### config.mk
export PLATFORM = sky130hd
export DESIGN_NAME = ultrasonic_range_averager_unit
export DESIGN_NICKNAME = d
export VERILOG_FILES = /design/src/rtl/core/urav_pkg.sv /design/src/rtl/core/urav_front.sv /design/src/rtl/core/urav_queue.sv /design/src/rtl/core/urav_back.sv /design/src/rtl/core/ultrasonic_range_averager_unit.sv
export VERILOG_INCLUDE_DIRS = /design/src /design/src/rtl/core
export SDC_FILE = /design/constraint.sdc
export NUM_CORES = 2
export LEC_CHECK = 0
export BUFFER_PORTS_ARGS = -buffer_cell sky130_fd_sc_hd__buf_4
export CAP_MARGIN = 20
export CORE_MARGIN = 1.5
export CORE_UTILIZATION = 60
export CTS_BUF_LIST = sky130_fd_sc_hd__clkbuf_4
export CTS_CLUSTER_DIAMETER = 50
export DETAILED_ROUTE_END_ITERATION = 16
export PLACE_DENSITY = 0.74
export SLEW_MARGIN = 10
export SYNTH_ARGS = -nofsm -noshare
export SYNTH_HDL_FRONTEND = slang
export SYNTH_SLANG_ARGS = --single-unit
### constraint.sdc
create_clock -name clock -period 12.76 [get_ports clock]
set_input_delay 2.552 -clock clock [delete_from_list [all_inputs] [get_ports clock]]
set_output_delay 2.552 -clock clock [all_outputs]
set_load 0.02 [all_outputs]
### src/rtl/core/ultrasonic_range_averager_unit_defines.svh
// Assertion macros for the ultrasonic range averager unit.
`ifndef ULTRASONIC_RANGE_AVERAGER_UNIT_DEFINES_SVH
`define ULTRASONIC_RANGE_AVERAGER_UNIT_DEFINES_SVH

`ifndef ASSERT_OFF

// Clocked check, masked while reset is high.
`define URAV_ASSERT(lbl, clk, rst, prop) \
   lbl: assert property (@(posedge clk) disable iff (rst) prop) \
      else $error("urav: assertion failed");

// Clocked check that also holds across reset.
`define URAV_ASSERT_NR(lbl, clk, prop) \
   lbl: assert property (@(posedge clk) prop) \
      else $error("urav: assertion failed");

`else

`define URAV_ASSERT(lbl, clk, rst, prop)
`define URAV_ASSERT_NR(lbl, clk, prop)

`endif

`endif

### src/rtl/core/urav_pkg.sv
// Package: types, constants and segment table of the range averager unit.
`timescale 1ns / 1ps
`default_nettype none

package urav_pkg;

   localparam int HISTORY_DEPTH = 3;

   localparam int RANGE_W     = 14;
   localparam int ECHO_W      = 16;
   localparam int SCALE_W     = 16;
   localparam int PROD_W      = ECHO_W + SCALE_W;
   localparam int PERIOD_W    = 8;
   localparam int TENTH_W     = 7;
   localparam int CSR_INDEX_W = 3;
   localparam int CSR_DATA_W  = 16;
   localparam int SEG_W       = 8;
   localparam int DIGIT_W     = 4;
   localparam int DIGITS      = 4;

   localparam int Q_DEPTH = 4;
   localparam int Q_PTR_W = $clog2(Q_DEPTH);
   localparam int Q_CNT_W = $clog2(Q_DEPTH + 1);

   localparam logic [RANGE_W-1:0] RANGE_MAX = {RANGE_W{1'b1}};

   // mm = count * scale / RANGE_DIVISOR: drop the low four bits, then multiply by
   // the reciprocal of RANGE_DIVISOR / 16; exact for every product below SAT_LIMIT
   localparam int RANGE_DIVISOR     = 10000;
   localparam int SAT_LIMIT         = RANGE_DIVISOR * (2 ** RANGE_W);
   localparam int RANGE_PRE_SHIFT   = 4;
   localparam int RANGE_IN_W        = $clog2(SAT_LIMIT) - RANGE_PRE_SHIFT;
   localparam int RANGE_RECIP       = 27487791;
   localparam int RANGE_RECIP_W     = 25;
   localparam int RANGE_RECIP_SHIFT = 34;
   localparam int RANGE_PROD_W      = RANGE_IN_W + RANGE_RECIP_W;
   localparam int STEP_W            = $clog2(DIGITS);

   // mean by reciprocal: exact for every sum below 2**SUM_W
   localparam int SUM_W        = RANGE_W + $clog2(HISTORY_DEPTH);
   localparam int MEAN_SHIFT   = SUM_W + $clog2(HISTORY_DEPTH);
   localparam int MEAN_RECIP   = (2 ** MEAN_SHIFT + HISTORY_DEPTH - 1) / HISTORY_DEPTH;
   localparam int MEAN_PROD_W  = SUM_W + MEAN_SHIFT;

   // divide by ten by reciprocal, exact for the range width
   localparam int DEC_RECIP  = 52429;
   localparam int DEC_SHIFT  = 19;
   localparam int DEC_PROD_W = DEC_SHIFT + RANGE_W;

   localparam logic [SEG_W-1:0] DASH  = 8'h40;
   localparam logic [SEG_W-1:0] POINT = 8'h80;

   localparam logic [TENTH_W-1:0] TENTH_RESET = 7'd60;

   localparam logic KIND_RANGE = 1'b0;
   localparam logic KIND_TENTH = 1'b1;

   typedef enum logic {
      OP_ECHO = 1'b0,
      OP_TICK = 1'b1
   } op_type;

   typedef enum logic [CSR_INDEX_W-1:0] {
      CSR_SCALE_FACTOR   = 3'd0,
      CSR_NEAR_LIMIT     = 3'd1,
      CSR_FAR_LIMIT      = 3'd2,
      CSR_DISPLAY_LIMIT  = 3'd3,
      CSR_DISPLAY_PERIOD = 3'd4,
      CSR_TENTH_PERIOD   = 3'd5,
      CSR_COUNT_TOP      = 3'd6
   } csr_index_type;

   typedef struct packed {
      logic              operation;
      logic [ECHO_W-1:0] echo_count;
      logic              timed_out;
   } req_item_type;

   typedef struct packed {
      logic               kind;
      logic [SEG_W-1:0]   digit_ones;
      logic [SEG_W-1:0]   digit_tens;
      logic [SEG_W-1:0]   digit_hundreds;
      logic [SEG_W-1:0]   digit_thousands;
      logic [RANGE_W-1:0] range_value;
      logic [TENTH_W-1:0] count_value;
   } rsp_item_type;

   typedef struct packed {
      op_type            op;
      logic [ECHO_W-1:0] echo_count;
      logic              timed_out;
   } q_entry_type;

   typedef struct packed {
      logic full;
      logic empty;
   } q_status_type;

   typedef struct packed {
      logic [SCALE_W-1:0]  scale_factor;
      logic [RANGE_W-1:0]  near_limit;
      logic [RANGE_W-1:0]  far_limit;
      logic [RANGE_W-1:0]  display_limit;
      logic [PERIOD_W-1:0] display_period;
      logic [TENTH_W-1:0]  tenth_period;
      logic [TENTH_W-1:0]  count_top;
   } cfg_type;

   localparam cfg_type CFG_RESET = '{
      scale_factor:   16'd1914,
      near_limit:     14'd120,
      far_limit:      14'd150,
      display_limit:  14'd4000,
      display_period: 8'd200,
      tenth_period:   7'd100,
      count_top:      7'd119
   };

   function automatic logic [SEG_W-1:0] seg7(input logic [DIGIT_W-1:0] d);
      logic [SEG_W-1:0] s;
      case (d)
         4'd0:    s = 8'h3F;
         4'd1:    s = 8'h06;
         4'd2:    s = 8'h5B;
         4'd3:    s = 8'h4F;
         4'd4:    s = 8'h66;
         4'd5:    s = 8'h6D;
         4'd6:    s = 8'h7D;
         4'd7:    s = 8'h07;
         4'd8:    s = 8'h7F;
         4'd9:    s = 8'h6F;
         default: s = 8'h00;
      endcase
      return s;
   endfunction

endpackage

`default_nettype wire

### src/rtl/core/urav_front.sv
// Front end: accepts request transfers, classifies them and feeds the queue.
`timescale 1ns / 1ps
`default_nettype none

module urav_front (
   input  logic                   clock,
   input  logic                   reset,
   input  logic                   req_valid,
   output logic                   req_ready,
   input  urav_pkg::req_item_type req_item,
   output logic                   push_valid,
   output urav_pkg::q_entry_type  push_entry,
   input  urav_pkg::q_status_type q_status
);
   import urav_pkg::*;

   logic        stage_valid_ff, stage_valid_in;
   q_entry_type stage_entry_ff, stage_entry_in;
   logic        push_ok;

   assign push_ok   = !q_status.full;
   assign req_ready = !stage_valid_ff || push_ok;

   always_comb begin
      stage_valid_in = stage_valid_ff && !push_ok;
      stage_entry_in = stage_entry_ff;
      if (req_ready) begin
         stage_valid_in = req_valid;
         if (req_item.operation) begin
            // tick: drop the echo fields
            stage_entry_in.op         = OP_TICK;
            stage_entry_in.echo_count = '0;
            stage_entry_in.timed_out  = 1'b0;
         end else begin
            stage_entry_in.op         = OP_ECHO;
            stage_entry_in.echo_count = req_item.echo_count;
            stage_entry_in.timed_out  = req_item.timed_out;
         end
      end
   end

   always_ff @(posedge clock) begin
      if (reset) begin
         stage_valid_ff <= 1'b0;
      end else begin
         stage_valid_ff <= stage_valid_in;
      end
      stage_entry_ff <= stage_entry_in;
   end

   assign push_valid = stage_valid_ff;
   assign push_entry = stage_entry_ff;

endmodule

`default_nettype wire

### src/rtl/core/urav_queue.sv
// Short queue between the front end and the back end.
`timescale 1ns / 1ps
`default_nettype none

module urav_queue (
   input  logic                   clock,
   input  logic                   reset,
   input  logic                   push_valid,
   input  urav_pkg::q_entry_type  push_entry,
   input  logic                   pop,
   output urav_pkg::q_entry_type  pop_entry,
   output urav_pkg::q_status_type q_status
);
   import urav_pkg::*;

   q_entry_type        entries_ff [Q_DEPTH];
   logic [Q_PTR_W-1:0] wr_ptr_ff, wr_ptr_in;
   logic [Q_PTR_W-1:0] rd_ptr_ff, rd_ptr_in;
   logic [Q_CNT_W-1:0] count_ff, count_in;
   logic               do_push, do_pop;

   assign q_status.full  = (count_ff == Q_CNT_W'(Q_DEPTH));
   assign q_status.empty = (count_ff == '0);

   assign do_push = push_valid && !q_status.full;
   assign do_pop  = pop && !q_status.empty;

   always_comb begin
      wr_ptr_in = wr_ptr_ff;
      rd_ptr_in = rd_ptr_ff;
      count_in  = count_ff;
      if (do_push) begin
         wr_ptr_in = (wr_ptr_ff == Q_PTR_W'(Q_DEPTH - 1)) ? '0 : wr_ptr_ff + Q_PTR_W'(1);
      end
      if (do_pop) begin
         rd_ptr_in = (rd_ptr_ff == Q_PTR_W'(Q_DEPTH - 1)) ? '0 : rd_ptr_ff + Q_PTR_W'(1);
      end
      if (do_push && !do_pop) begin
         count_in = count_ff + Q_CNT_W'(1);
      end else if (do_pop && !do_push) begin
         count_in = count_ff - Q_CNT_W'(1);
      end
   end

   always_ff @(posedge clock) begin
      if (reset) begin
         wr_ptr_ff <= '0;
         rd_ptr_ff <= '0;
         count_ff  <= '0;
      end else begin
         wr_ptr_ff <= wr_ptr_in;
         rd_ptr_ff <= rd_ptr_in;
         count_ff  <= count_in;
      end
      if (do_push) begin
         entries_ff[wr_ptr_ff] <= push_entry;
      end
   end

   assign pop_entry = entries_ff[rd_ptr_ff];

endmodule

`default_nettype wire

### src/rtl/core/urav_back.sv
// Back end: range computation, history mean, tenth counter, digit encoding.
`timescale 1ns / 1ps
`default_nettype none

module urav_back (
   input  logic                   clock,
   input  logic                   reset,
   input  urav_pkg::cfg_type      cfg,
   input  urav_pkg::q_status_type q_status,
   input  urav_pkg::q_entry_type  pop_entry,
   output logic                   pop,
   output logic                   rsp_valid,
   input  logic                   rsp_ready,
   output urav_pkg::rsp_item_type rsp_item
);
   import urav_pkg::*;

   typedef enum logic [2:0] {
      ST_IDLE,
      ST_PREP,
      ST_AVG,
      ST_MEAN,
      ST_MODE,
      ST_DIGIT,
      ST_EMIT
   } state_type;

   state_type           state_ff, state_in;

   // model state
   logic [ECHO_W-1:0]   last_echo_ff, last_echo_in;
   logic                flag_ff, flag_in;
   logic                pending_ff, pending_in;
   logic [PERIOD_W-1:0] disp_ticks_ff, disp_ticks_in;
   logic [TENTH_W-1:0]  tenth_ticks_ff, tenth_ticks_in;
   logic [TENTH_W-1:0]  tenth_ctr_ff, tenth_ctr_in;
   logic                count_up_ff, count_up_in;
   logic                counting_ff, counting_in;
   logic [RANGE_W-1:0]  avg_ff, avg_in;
   logic [RANGE_W-1:0]  hist_ff [HISTORY_DEPTH];
   logic [RANGE_W-1:0]  hist_in [HISTORY_DEPTH];

   // working registers
   logic [STEP_W-1:0]   step_ff, step_in;
   logic [PROD_W-1:0]   prod_ff, prod_in;
   logic                sat_ff, sat_in;
   logic [RANGE_W-1:0]  quo_ff, quo_in;
   logic [RANGE_W-1:0]  r_ff, r_in;
   logic [SUM_W-1:0]    sum_ff, sum_in;
   logic                allnz_ff, allnz_in;
   logic [RANGE_W-1:0]  num_ff, num_in;
   logic [DIGIT_W-1:0]  dig_ff [DIGITS];
   logic [DIGIT_W-1:0]  dig_in [DIGITS];
   logic                res_kind_ff, res_kind_in;
   logic                res_dash_ff, res_dash_in;
   logic [RANGE_W-1:0]  res_range_ff, res_range_in;
   logic [TENTH_W-1:0]  res_count_ff, res_count_in;
   logic                rsp_valid_ff, rsp_valid_in;
   rsp_item_type        rsp_item_ff, rsp_item_in;

   // datapath helpers
   logic [ECHO_W-1:0]       echo_eff;
   logic                    disp_last;
   logic [TENTH_W-1:0]      tick_next;
   logic                    tenth_hit;
   logic [TENTH_W-1:0]      step_v;
   logic [TENTH_W-1:0]      step_store;
   logic [RANGE_PROD_W-1:0] range_prod;
   logic [RANGE_W-1:0]      r_sel;
   logic [RANGE_W-1:0]      new_hist [HISTORY_DEPTH];
   logic [SUM_W-1:0]        sum_calc;
   logic                    allnz_calc;
   logic [MEAN_PROD_W-1:0]  mean_prod;
   logic [DEC_PROD_W-1:0]   dec_prod;
   logic [RANGE_W-1:0]      dec_q;
   logic [RANGE_W-1:0]      dec_rem;
   logic                    show_dash;

   assign echo_eff   = pop_entry.timed_out ? last_echo_ff : pop_entry.echo_count;
   assign disp_last  = (disp_ticks_ff == (cfg.display_period - PERIOD_W'(1)));
   assign tick_next  = tenth_ticks_ff + TENTH_W'(1);
   assign tenth_hit  = (tick_next == cfg.tenth_period);
   assign range_prod = RANGE_PROD_W'(prod_ff[RANGE_PRE_SHIFT +: RANGE_IN_W]) *
                       RANGE_PROD_W'(RANGE_RECIP);
   assign r_sel      = sat_ff ? RANGE_MAX : quo_ff;
   assign mean_prod  = MEAN_PROD_W'(sum_ff) * MEAN_PROD_W'(MEAN_RECIP);
   assign dec_prod   = DEC_PROD_W'(num_ff) * DEC_PROD_W'(DEC_RECIP);
   assign dec_q      = dec_prod[DEC_SHIFT +: RANGE_W];
   assign dec_rem    = num_ff - ((dec_q << 3) + (dec_q << 1));
   assign show_dash  = (avg_ff >= cfg.display_limit) || flag_ff;

   // tenth counter step, up or down
   always_comb begin
      if (count_up_ff) begin
         step_v     = (tenth_ctr_ff >= cfg.count_top) ? '0 : tenth_ctr_ff + TENTH_W'(1);
         step_store = (step_v == cfg.count_top) ? '0 : step_v;
      end else begin
         step_v     = (tenth_ctr_ff == '0 || tenth_ctr_ff > cfg.count_top) ?
                      cfg.count_top : tenth_ctr_ff - TENTH_W'(1);
         step_store = (step_v == '0) ? cfg.count_top : step_v;
      end
   end

   // history shift and sum of the shifted history
   always_comb begin
      new_hist[0] = r_sel;
      for (int i = 1; i < HISTORY_DEPTH; i++) begin
         new_hist[i] = hist_ff[i-1];
      end
      sum_calc   = '0;
      allnz_calc = 1'b1;
      for (int i = 0; i < HISTORY_DEPTH; i++) begin
         sum_calc   = sum_calc + SUM_W'(new_hist[i]);
         allnz_calc = allnz_calc && (new_hist[i] != '0);
      end
   end

   always_comb begin
      state_in       = state_ff;
      last_echo_in   = last_echo_ff;
      flag_in        = flag_ff;
      pending_in     = pending_ff;
      disp_ticks_in  = disp_ticks_ff;
      tenth_ticks_in = tenth_ticks_ff;
      tenth_ctr_in   = tenth_ctr_ff;
      count_up_in    = count_up_ff;
      counting_in    = counting_ff;
      avg_in         = avg_ff;
      hist_in        = hist_ff;
      step_in        = step_ff;
      prod_in        = prod_ff;
      sat_in         = sat_ff;
      quo_in         = quo_ff;
      r_in           = r_ff;
      sum_in         = sum_ff;
      allnz_in       = allnz_ff;
      num_in         = num_ff;
      dig_in         = dig_ff;
      res_kind_in    = res_kind_ff;
      res_dash_in    = res_dash_ff;
      res_range_in   = res_range_ff;
      res_count_in   = res_count_ff;
      rsp_valid_in   = rsp_valid_ff && !rsp_ready;
      rsp_item_in    = rsp_item_ff;
      pop            = 1'b0;

      case (state_ff)
         ST_IDLE: begin
            if (!q_status.empty) begin
               pop = 1'b1;
               if (pop_entry.op == OP_TICK) begin
                  if (disp_last) begin
                     disp_ticks_in = '0;
                     pending_in    = 1'b1;
                  end else begin
                     disp_ticks_in = disp_ticks_ff + PERIOD_W'(1);
                  end
                  if (counting_ff) begin
                     if (tenth_hit) begin
                        tenth_ticks_in = '0;
                        tenth_ctr_in   = step_store;
                        res_kind_in    = KIND_TENTH;
                        res_dash_in    = 1'b0;
                        res_range_in   = avg_ff;
                        res_count_in   = step_v;
                        num_in         = RANGE_W'(step_v);
                        step_in        = '0;
                        state_in       = ST_DIGIT;
                     end else begin
                        tenth_ticks_in = tick_next;
                     end
                  end
               end else begin
                  flag_in      = flag_ff || pop_entry.timed_out;
                  last_echo_in = echo_eff;
                  prod_in      = PROD_W'(echo_eff) * PROD_W'(cfg.scale_factor);
                  state_in     = ST_PREP;
               end
            end
         end
         ST_PREP: begin
            sat_in   = (prod_ff >= PROD_W'(SAT_LIMIT));
            quo_in   = range_prod[RANGE_RECIP_SHIFT +: RANGE_W];
            state_in = ST_AVG;
         end
         ST_AVG: begin
            hist_in  = new_hist;
            r_in     = r_sel;
            sum_in   = sum_calc;
            allnz_in = allnz_calc;
            state_in = ST_MEAN;
         end
         ST_MEAN: begin
            avg_in   = allnz_ff ? mean_prod[MEAN_SHIFT +: RANGE_W] : r_ff;
            state_in = ST_MODE;
         end
         ST_MODE: begin
            if (avg_ff < cfg.near_limit) begin
               count_up_in = 1'b0;
               counting_in = 1'b1;
            end else if (avg_ff > cfg.far_limit) begin
               count_up_in = 1'b1;
               counting_in = 1'b1;
            end else begin
               counting_in = 1'b0;
            end
            if (pending_ff) begin
               pending_in   = 1'b0;
               res_kind_in  = KIND_RANGE;
               res_dash_in  = show_dash;
               res_range_in = avg_ff;
               res_count_in = tenth_ctr_ff;
               num_in       = avg_ff;
               step_in      = '0;
               if (show_dash) begin
                  flag_in = 1'b0;
               end
               state_in = ST_DIGIT;
            end else begin
               state_in = ST_IDLE;
            end
         end
         ST_DIGIT: begin
            // shift in one decimal digit per cycle, lowest first
            for (int i = 0; i < DIGITS - 1; i++) begin
               dig_in[i] = dig_ff[i+1];
            end
            dig_in[DIGITS-1] = dec_rem[DIGIT_W-1:0];
            num_in  = dec_q;
            step_in = step_ff + STEP_W'(1);
            if (step_ff == STEP_W'(DIGITS - 1)) begin
               state_in = ST_EMIT;
            end
         end
         ST_EMIT: begin
            // hold until the output register is free
            if (!rsp_valid_ff || rsp_ready) begin
               rsp_valid_in             = 1'b1;
               rsp_item_in.kind         = res_kind_ff;
               rsp_item_in.range_value  = res_range_ff;
               rsp_item_in.count_value  = res_count_ff;
               if (res_dash_ff) begin
                  rsp_item_in.digit_ones      = DASH;
                  rsp_item_in.digit_tens      = DASH;
                  rsp_item_in.digit_hundreds  = DASH;
                  rsp_item_in.digit_thousands = DASH;
               end else begin
                  rsp_item_in.digit_ones      = seg7(dig_ff[0]);
                  rsp_item_in.digit_tens      = seg7(dig_ff[1]) | POINT;
                  rsp_item_in.digit_hundreds  = seg7(dig_ff[2]);
                  rsp_item_in.digit_thousands = (res_kind_ff == KIND_TENTH) ?
                                                '0 : seg7(dig_ff[3]);
               end
               state_in = ST_IDLE;
            end
         end
         default: begin
            state_in = ST_IDLE;
         end
      endcase
   end

   always_ff @(posedge clock) begin
      if (reset) begin
         state_ff       <= ST_IDLE;
         last_echo_ff   <= '0;
         flag_ff        <= 1'b0;
         pending_ff     <= 1'b0;
         disp_ticks_ff  <= '0;
         tenth_ticks_ff <= '0;
         tenth_ctr_ff   <= TENTH_RESET;
         count_up_ff    <= 1'b0;
         counting_ff    <= 1'b0;
         avg_ff         <= '0;
         step_ff        <= '0;
         rsp_valid_ff   <= 1'b0;
         for (int i = 0; i < HISTORY_DEPTH; i++) begin
            hist_ff[i] <= '0;
         end
      end else begin
         state_ff       <= state_in;
         last_echo_ff   <= last_echo_in;
         flag_ff        <= flag_in;
         pending_ff     <= pending_in;
         disp_ticks_ff  <= disp_ticks_in;
         tenth_ticks_ff <= tenth_ticks_in;
         tenth_ctr_ff   <= tenth_ctr_in;
         count_up_ff    <= count_up_in;
         counting_ff    <= counting_in;
         avg_ff         <= avg_in;
         step_ff        <= step_in;
         rsp_valid_ff   <= rsp_valid_in;
         hist_ff        <= hist_in;
      end
      prod_ff      <= prod_in;
      sat_ff       <= sat_in;
      quo_ff       <= quo_in;
      r_ff         <= r_in;
      sum_ff       <= sum_in;
      allnz_ff     <= allnz_in;
      num_ff       <= num_in;
      dig_ff       <= dig_in;
      res_kind_ff  <= res_kind_in;
      res_dash_ff  <= res_dash_in;
      res_range_ff <= res_range_in;
      res_count_ff <= res_count_in;
      rsp_item_ff  <= rsp_item_in;
   end

   assign rsp_valid = rsp_valid_ff;
   assign rsp_item  = rsp_item_ff;

endmodule

`default_nettype wire

### src/rtl/core/ultrasonic_range_averager_unit.sv
// Top level of the ultrasonic range averager unit.
//
// Channel  Dir  Handshake            Payload
// req      in   req_valid/req_ready  req_item: operation, echo_count, timed_out
// rsp      out  rsp_valid/rsp_ready  rsp_item: kind, four digits, range, count
// csr      in   csr_we               csr_index, csr_wdata (no read-back)
//
// The front end takes one request transfer per cycle while its stage and the
// four-entry queue have room. The back end handles a tick in its idle step,
// with no result or with a counter update that goes on to digit encoding; an
// echo takes one step each for the scale multiply, the reciprocal divide, the
// history sum, the mean and the mode, and any update adds one step per digit
// plus one to load the output register.
// Reset is synchronous and immediate: there is no clearing pass.
// A stalled result transfer stops only the back end, in its last step.
`timescale 1ns / 1ps
`default_nettype none

`include "ultrasonic_range_averager_unit_defines.svh"

module ultrasonic_range_averager_unit (
   input  logic                                clock,
   input  logic                                reset,
   input  logic                                req_valid,
   output logic                                req_ready,
   input  urav_pkg::req_item_type              req_item,
   output logic                                rsp_valid,
   input  logic                                rsp_ready,
   output urav_pkg::rsp_item_type              rsp_item,
   input  logic                                csr_we,
   input  logic [urav_pkg::CSR_INDEX_W-1:0]    csr_index,
   input  logic [urav_pkg::CSR_DATA_W-1:0]     csr_wdata
);
   import urav_pkg::*;

   cfg_type      cfg_ff, cfg_in;
   logic         push_valid;
   q_entry_type  push_entry;
   q_entry_type  pop_entry;
   logic         pop;
   q_status_type q_status;

   always_comb begin
      cfg_in = cfg_ff;
      if (csr_we) begin
         case (csr_index)
            CSR_SCALE_FACTOR:   cfg_in.scale_factor   = csr_wdata[SCALE_W-1:0];
            CSR_NEAR_LIMIT:     cfg_in.near_limit     = csr_wdata[RANGE_W-1:0];
            CSR_FAR_LIMIT:      cfg_in.far_limit      = csr_wdata[RANGE_W-1:0];
            CSR_DISPLAY_LIMIT:  cfg_in.display_limit  = csr_wdata[RANGE_W-1:0];
            CSR_DISPLAY_PERIOD: cfg_in.display_period = csr_wdata[PERIOD_W-1:0];
            CSR_TENTH_PERIOD:   cfg_in.tenth_period   = csr_wdata[TENTH_W-1:0];
            CSR_COUNT_TOP:      cfg_in.count_top      = csr_wdata[TENTH_W-1:0];
            default:            cfg_in = cfg_ff;
         endcase
      end
   end

   always_ff @(posedge clock) begin
      if (reset) begin
         cfg_ff <= CFG_RESET;
      end else begin
         cfg_ff <= cfg_in;
      end
   end

   urav_front u_front (
      .clock      (clock),
      .reset      (reset),
      .req_valid  (req_valid),
      .req_ready  (req_ready),
      .req_item   (req_item),
      .push_valid (push_valid),
      .push_entry (push_entry),
      .q_status   (q_status)
   );

   urav_queue u_queue (
      .clock      (clock),
      .reset      (reset),
      .push_valid (push_valid),
      .push_entry (push_entry),
      .pop        (pop),
      .pop_entry  (pop_entry),
      .q_status   (q_status)
   );

   urav_back u_back (
      .clock     (clock),
      .reset     (reset),
      .cfg       (cfg_ff),
      .q_status  (q_status),
      .pop_entry (pop_entry),
      .pop       (pop),
      .rsp_valid (rsp_valid),
      .rsp_ready (rsp_ready),
      .rsp_item  (rsp_item)
   );

   // no result is offered in the cycle after reset
   `URAV_ASSERT_NR(a_quiet_after_reset, clock, reset |=> !rsp_valid)
   // the front end stalls only on a full queue
   `URAV_ASSERT(a_stall_on_full, clock, reset, !req_ready |-> q_status.full)
   // a counter update never shows a thousands digit
   `URAV_ASSERT(a_tenth_no_thousands, clock, reset,
      (rsp_valid && rsp_item.kind == KIND_TENTH) |-> (rsp_item.digit_thousands == '0))
   // every digit display carries the decimal point on the tens digit
   `URAV_ASSERT(a_point_with_digits, clock, reset,
      (rsp_valid && rsp_item.digit_ones != DASH) |-> ((rsp_item.digit_tens & POINT) != '0))

endmodule

`default_nettype wire
==> metrics.md <==
| Metric | Value |
|---|---|
| WHS Path Cells | `0` |
| Via count | `32700` |
| Syn Inst Count | `4683` |
| Final setup TNS | `0 ns` |
| Area post-placement | `0.0491 mm2` |
| Hold_buf cts | `0` |
| Core ar. | `0.0778 mm2` |
| DP Worst Slack | `4.57 ns` |
| Clk buf depth | `3` |
| R2r setup slk | `4.64 ns` |
| Post-Syn Area | `0.0474 mm2` |
| Initial drt markers | `1824` |
| Setup ws final | `4.64 ns` |
| Critical path type | `flip-flop to flip-flop` |
| FF-to-FF End | `u_back.prod_ff[31]` |
| Global route overflow | `0` |
| Setup Buffers After CTS | `0` |
| Vias in the first global route | `33500` |
| Row Count | `102` |
| Clock Sink Count | `469` |
| Fin. Hold Viols | `0` |
| Net count, final | `6127` |
| Hold WC Path Type | `flip-flop to flip-flop` |
| Router iterations before antenna repair | `5` |
| Main flop type after synthesis | `edfxtp_1` |
| Layout cells sized above 1 | `8.67%` |
| Largest net degree at the start of global routing | `65` |
| Total of max-cap violations | `0` |
| Seq/Total Area, Yosys | `25.5%` |
| Critical Path Start Type | `flip-flop` |
| Avg Inst Size Synth | `10.1 um2` |
| Critical Path RT | `13.45 ns` |
| Final setup violation count | `0` |
| Final GP Congestion | `0.957` |
| Slew headroom | `25.8%` |
| Starting density of the core | `60.9%` |
| Die height | `284 um` |
| Die span in x | `284 um` |
| Crit Path Max Fanout | `18` |
| Cells after DPL | `5718` |
| Reg clk slew, reported paths | `0.06 ns` |
| Netlist cell types | `85` |
| Hold EP | `u_back.rsp_item[13]` |
| R2R depth | `24` |
| First-pass GRT wire length | `173 mm` |
| H-tree depth | `4` |
| Finished Layout Cells | `5968` |
| Gr usage total | `27.0%` |
| Unrepaired setup endpoints after global routing | `no` |
| Residual DRC count | `0` |
| Min Tclk post-route | `8.12 ns` |
| Worst-Margin Slew | `1.11 ns` |
| Area Growth Syn to Fin | `7.39%` |
| Hold path startpoint | `u_back.res_range_ff[6]` |
| Ys async rst share | `0%` |
| Worst setup EP type | `flip-flop` |
| Outcome | `completed` |
| Post-detail-place hpwl | `86.2 mm` |
| Die area | `0.0807 mm2` |
| Clock skew | `0.0497 ns` |
| Post-route ant nets | `0` |
| Buffers added on ports | `94` |
| CTS buffer count | `131` |
| Synthesis Warnings | `0` |
| CTS Root Cell | `clkbuf_4` |
| Period utilization | `63.6%` |
| Post-synth EDFFs | `268` |
| I/O Pins | `98` |
| CTS tree | `done` |
| Flip-flop and latch count after synthesis | `469` |
| Final Cell Area | `0.0509 mm2` |
| Post_cts resized | `0` |
| Routed len/inst | `17.8 um` |
| Post-Route WL | `106 mm` |
| Critical Path AT | `8.81 ns` |
| Max Clk Rate | `123 MHz` |
| Max-slew violation count | `0` |
| Skew-Pair Late Insertion Delay | `0.96 ns` |
| Initial antenna violation count | `5` |
| Mean number of vias per cell | `5.48` |
## final cells by class
cell class                      count  area (um2)
Clock inverter                     53         319
Clock buffer                      188        1410
Sequential cell                   469       12100
Inverter                          973        3650
Antenna cell                        5        12.5
Fill cell                        6267       26900
Timing Repair Buffer              113         871
Tap cell                         1040        1300
Multi-Input combinational cell   3127       31300
## per-layer routing
metal	vias up	track usage [%]	routed length (um)
met5	-	0	25
met4	4	10.5	3890
met3	239	5.12	5970
met2	898	45.7	52300
met1	16100	34.3	43800
li1	15500	-	-
## cells by family after synthesis
group           count (synthesis)  share of synthesized area, %
simple gates                 1097                          11.0
buf+inv                      1089                          8.66
flops                         469                          25.5
mux                            78                          2.16
xor+xnor                      148                          2.77
other cells                     1                       0.00791
compound gates                531                          7.31
fa+ha+maj                    1270                          42.6
## synth_stat cells, types with 26 or more instances
cell	n	share of area [%]
xor2_1	41	0.76
clkbuf_1	104	0.82
a21oi_1	185	2.0
nor2_1	218	1.7
inv_1	973	7.7
xnor2_1	105	1.9
nand2_1	402	3.2
fa_1	576	24
dfxtp_1	201	8.5
nand3_1	55	0.58
nor2b_1	74	0.98
nand2b_1	26	0.34
ha_1	694	18
edfxtp_1	268	17
mux2i_1	46	0.97
o21ai_0	98	1.0
nor3_1	78	0.82
a211oi_1	35	0.55
and2_1	107	1.4
a21o_1	46	0.73
## cell usage in the layout, fill, tap and decap left out, types with 24 or more instances in the layout
master,count
a211oi_1,35
nand4_1,24
nand2_1,402
nor3_1,75
nand2b_1,26
xor2_1,41
ha_1,694
edfxtp_1,268
o21ai_0,98
a21oi_1,185
a21o_1,46
buf_4,110
nor2b_1,73
dfxtp_1,201
nand3_1,55
fa_1,576
nor2_1,216
clkinv_1,24
mux2i_1,46
xnor2_1,105
clkbuf_4,188
and2_1,107
inv_1,972
## sequential cells by signal, indices dropped and copies added, names as in the netlist, 16 cells and up, named ones only
name                 flops
u_front.push_entry      18
u_back.prod_ff          28
u_back.rsp_item         51
u_back.hist_ff          28
cfg_ff                  80
u_back.dig_ff           16
u_back.sum_ff           16
u_back.last_echo_ff     16
u_queue.entries_ff      72
## metrics by stage
| step | util (%) | hold slack, ns |
|---|---|---|
| 2_1_floorplan | - | 0.400 |
| 3_3_place_gp | 63.1 | 0.401 |
| 3_5_place_dp | 63.1 | 0.405 |
| 4_1_cts | 65.3 | 0.394 |
| 5_1_grt | 65.4 | 0.412 |
| 6_report | 65.4 | 0.401 |
## worst max path at each step
stage	startpoint	to	slack, ns	cells after the start
finish	flip-flop	u_back.prod_ff[31]	4.64	24
global route	flip-flop	u_back.prod_ff[31]	4.13	21
CTS	flip-flop	u_back.prod_ff[31]	4.57	24
detailed placement	flip-flop	u_back.prod_ff[31]	4.57	24
global placement	flip-flop	u_back.prod_ff[31]	4.75	21
floorplan	flip-flop	u_back.prod_ff[31]	5.22	29
## worst max-delay path: stages (launching register included)
cell and delay [ns]:
dfxtp_1 0.88, mux4_2 0.67, mux2_2 0.55, and2_1 0.24, fa_1 0.54, inv_1 0.05, fa_1 0.47, inv_1 0.05
fa_1 0.45, ha_1 0.29, inv_1 0.05, fa_1 0.44, fa_1 0.49, inv_1 0.04, ha_1 0.35, a21o_1 0.19
a21oi_1 0.22, nor2b_1 0.08, nor3_1 0.40, o21ai_1 0.23, a221o_1 0.40, a2111oi_0 0.38, o21bai_1 0.12, a21oi_1 0.18
xnor2_1 0.08
Power is left out: the tool's default activity adds up to more than one toggle a clock period on the data nets, which glitch-free logic cannot reach.
